### src/salc_ram.sv
// Generic simple dual-port RAM: one write port, one read port with
// registered read data. No dependencies.
module salc_ram #(
   parameter int WIDTH = 8,
   parameter int DEPTH = 16,
   localparam int AW = (DEPTH > 1) ? $clog2(DEPTH) : 1
) (
   input  logic             clock,
   input  logic             we,
   input  logic [AW-1:0]    waddr,
   input  logic [WIDTH-1:0] wdata,
   input  logic             re,
   input  logic [AW-1:0]    raddr,
   output logic [WIDTH-1:0] rdata
);

   logic [WIDTH-1:0] mem_ff [DEPTH];
   logic [WIDTH-1:0] rdata_ff;

   // Write port.
   always_ff @(posedge clock) begin
      if (we) begin
         mem_ff[waddr] <= wdata;
      end
   end

   // Read port; the data holds until the next read.
   always_ff @(posedge clock) begin
      if (re) begin
         rdata_ff <= mem_ff[raddr];
      end
   end

   assign rdata = rdata_ff;

endmodule

### config.mk
export PLATFORM = sky130hd
export DESIGN_NAME = salc_ram
export DESIGN_NICKNAME = d
export VERILOG_FILES = /design/src/salc_ram.sv
export SDC_FILE = /design/constraint.sdc
export NUM_CORES = 1
export LEC_CHECK = 0
export BUFFER_PORTS_ARGS = -buffer_cell sky130_fd_sc_hd__buf_2
export CAP_MARGIN = 10
export CORE_ASPECT_RATIO = 0.9
export CORE_MARGIN = 4
export CORE_UTILIZATION = 35
export DETAILED_ROUTE_END_ITERATION = 8
export REMOVE_ABC_BUFFERS = 1
export SLEW_MARGIN = 20
export SYNTH_ARGS = -nofsm -noshare
export SYNTH_HDL_FRONTEND = slang
export SYNTH_SLANG_ARGS = --single-unit
### constraint.sdc
create_clock -name clock -period 1.8 [get_ports clock]
set_clock_uncertainty 0.2 [all_clocks]
set_input_delay 0.18 -clock clock [delete_from_list [all_inputs] [get_ports clock]]
set_output_delay 0.18 -clock clock [all_outputs]
set_load 0.02 [all_outputs]
==> flow_summary.ini <==
[outcome]
status = finished clean

[setup_path]
crit_arrival_ns = 1.61
cp_slowest_cell = mux4_1
critPathMaxFanout = 1
endpoint = rdata[3]
crit_required_ns = 1.75
cp.depth = 3
reg2reg_from = mem_ff[9][3]
crit_buf_inv = 0
start_kind = flop
path_delay_family = multiplexers
startpoint = mem_ff[9][3]
regToRegSetupSlack_ns = 0.14
critical_path.max_stage_delay_ns = 0.50
endpoint_kind = flop
r2r_end = rdata[3]
reg2regPathDepth = 3
critPathKind = reg -> reg
cp_cell_sequence = mux4_1 > a22oi_1 > nand2_1

[synth]
synth_area_per_cell_sq_um = 22.83
ys_ff_latch = 136
async_reset_ff_share_pct = 0
synth-seq-area-share_pct = 78.12
ys_types = 18
synth_area_sq_um = 5228
synth_cells = 229
synth_ff_type = edfxtp_1
synth_edf_count = 136
yosysWarningCount = 0

[route]
wl_mm = 10.17
routed_via_density = 4.875
vias = 2467
drtIter0Drc = 272
routedWlPerCell_microns = 20.11
drc = 0
ant_nets = 0
first_pass_iters = 4

[flow_run]
maxCapViolCount = 0

[clock_network]
cts_tree = done
cts_sinks = 136
cts_resized = 0
numCtsBuffers = 17
cts_root_buffer = clkbuf_16
clkLatencyLatePin_ns = 0.42
htreeDepth = 4
cts_max_path_buffers = 2
clk_pin_slew_worst_paths_ns = 0.06

[floorplan]
core_area_sq_um = 14660
rows = 42
fp.dieW_microns = 136.8
initial_utilization_pct = 35.65
dieArea_sq_um = 16960
die_h_microns = 123.9
io_pins = 27

[layout]
syn2layout_area_growth_pct = 21.95
final-seq-area_sq_um = 4084
n_fill_cell = 1260
n_antenna_cell = 0
multiInputGateArea_sq_um = 1057
postLayoutCellArea_sq_um = 6375
drive_gt1_share_pct = 31.49
layout_common_cells = edfxtp_1, buf_2, mux4_2
layout_commonest_cell = edfxtp_1
nNetsFinal = 314

[grt]
grt_pass1_vias = 2658
grt_max_degree = 19
antenna_found_initial = 0
grtUsageTotal_pct = 13.33
grt_pass1_wl_mm = 15.81
grt-ovfl-total = 0

[timing]
setup_violations = 0
slew_viol_final = 0
min_period_ns = 1.655
timing.fmax_ghz = 0.6041
worst_pin_slew_ns = 0.7358
finalWorstSetupSlack_ns = 0.1446
slew_headroom_pct = 50.85
timing.final.crit_share_pct = 91.97
rsz0062_at_grt = no
finalHoldViolations = 0

[power]
power_leakage_nw = 2.136
vdd.ir_drop.worst_mv = 0.7775
p_per_area_nw_per_um2 = 1110

[worst_hold_path]
hold_path_class = in -> reg

[placement]
dp_hpwl_mm = 6.552
portBuffers = 26
placed_area_sq_um = 5747
gp_congestion = 0.7265
dp_slack_ns = -0.1490
## state kept, by name, indices dropped and copies added (netlist names)
register,count
mem_ff,128
rdata,8
## cell usage after synthesis (all sizes together) (2+ instances only)
master / n / area share (%)
nor3: 4 / 0.38
a22oi: 16 / 2.3
clkdlybuf4s25: 3 / 0.57
edfxtp: 136 / 78
nand3b: 2 / 0.29
nand2b: 2 / 0.24
buf: 7 / 1.1
nor2: 13 / 0.93
nand2: 9 / 0.65
mux4: 32 / 15
## cells by family (layout without fill, tap and decap cells)
kind of cell | after synthesis | after routing | share of synthesized area (%)
compound gates | 16 | 16 | 2.298
buf+inv | 10 | 89 | 1.651
flops | 136 | 136 | 78.12
mux | 32 | 32 | 14.79
simple gates | 35 | 35 | 3.136
## worst min-delay path: stages
cell and delay, ns:
buf_2 0.14, nor3_1 0.06, buf_4 0.18
## layer usage
metal | up-vias | wire length (microns) | track usage (%) | part of all wire (%)
met2 | 61 | 4654 | 19.33 | 46
met4 | 0 | 96 | 3.865 | 0.94
met3 | 10 | 546 | 4.725 | 5.4
li1 | 1115 | - | - | -
met5 | - | 0 | 0 | 0
met1 | 1281 | 4876 | 19.11 | 48
## final cells by class
class                      instances  share of cell area (%)
tap                              198                   3.886
clock inverter                    15                   1.766
multi-input combinational         83                   16.58
clock buffer                      17                   6.673
sequential                       136                   64.06
timing repair buffer              57                   7.027
## timing repair
item	in CTS	in global routing
hold buffers	9	0
hold endpoints to repair	136	0
setup buffers	0	0
## stage by stage
| stage | hold WS (ns) | utilization (%) | total power (W) | setup TNS, ns | instances |
|---|---|---|---|---|---|
| 2_1_floorplan | 0.07887 | - | 0.003810 | -0.5830 | 219 |
| 3_3_place_gp | 0.3572 | 39.20 | 0.004005 | -0.7314 | 465 |
| 3_5_place_dp | 0.3600 | 39.20 | 0.004015 | -0.7484 | 465 |
| 4_1_cts | 0.1128 | 43.48 | 0.007165 | 0 | 506 |
| 5_1_grt | 0.1376 | 43.48 | 0.007363 | 0 | 506 |
| 6_report | 0.1243 | 43.48 | 0.007073 | 0 | 506 |
## power breakdown
| group | total [W] | leakage (nW) | switching, W | internal (W) |
|---|---|---|---|---|
| Clock | 0.00312 | 0.251 | 0.00125 | 0.00186 |
| Combinational | 0.000369 | 0.649 | 0.000204 | 0.000165 |
| Sequential | 0.00359 | 1.24 | 0.0000190 | 0.00357 |
| Total | 0.00707 | 2.14 | 0.00147 | 0.00560 |
## worst min path at each step
stage	cells past startpoint	startpoint	slack [ns]	end
finish	3	waddr[0]	0.12	mem_ff[12][4]
global route	3	waddr[0]	0.14	mem_ff[8][0]
CTS	3	waddr[0]	0.11	mem_ff[12][4]
detailed placement	1	re	0.36	rdata[5]
global placement	1	re	0.36	rdata[3]
floorplan	0	wdata[0]	0.08	mem_ff[0][0]
Note: power is estimated with default switching activity, not from simulation.
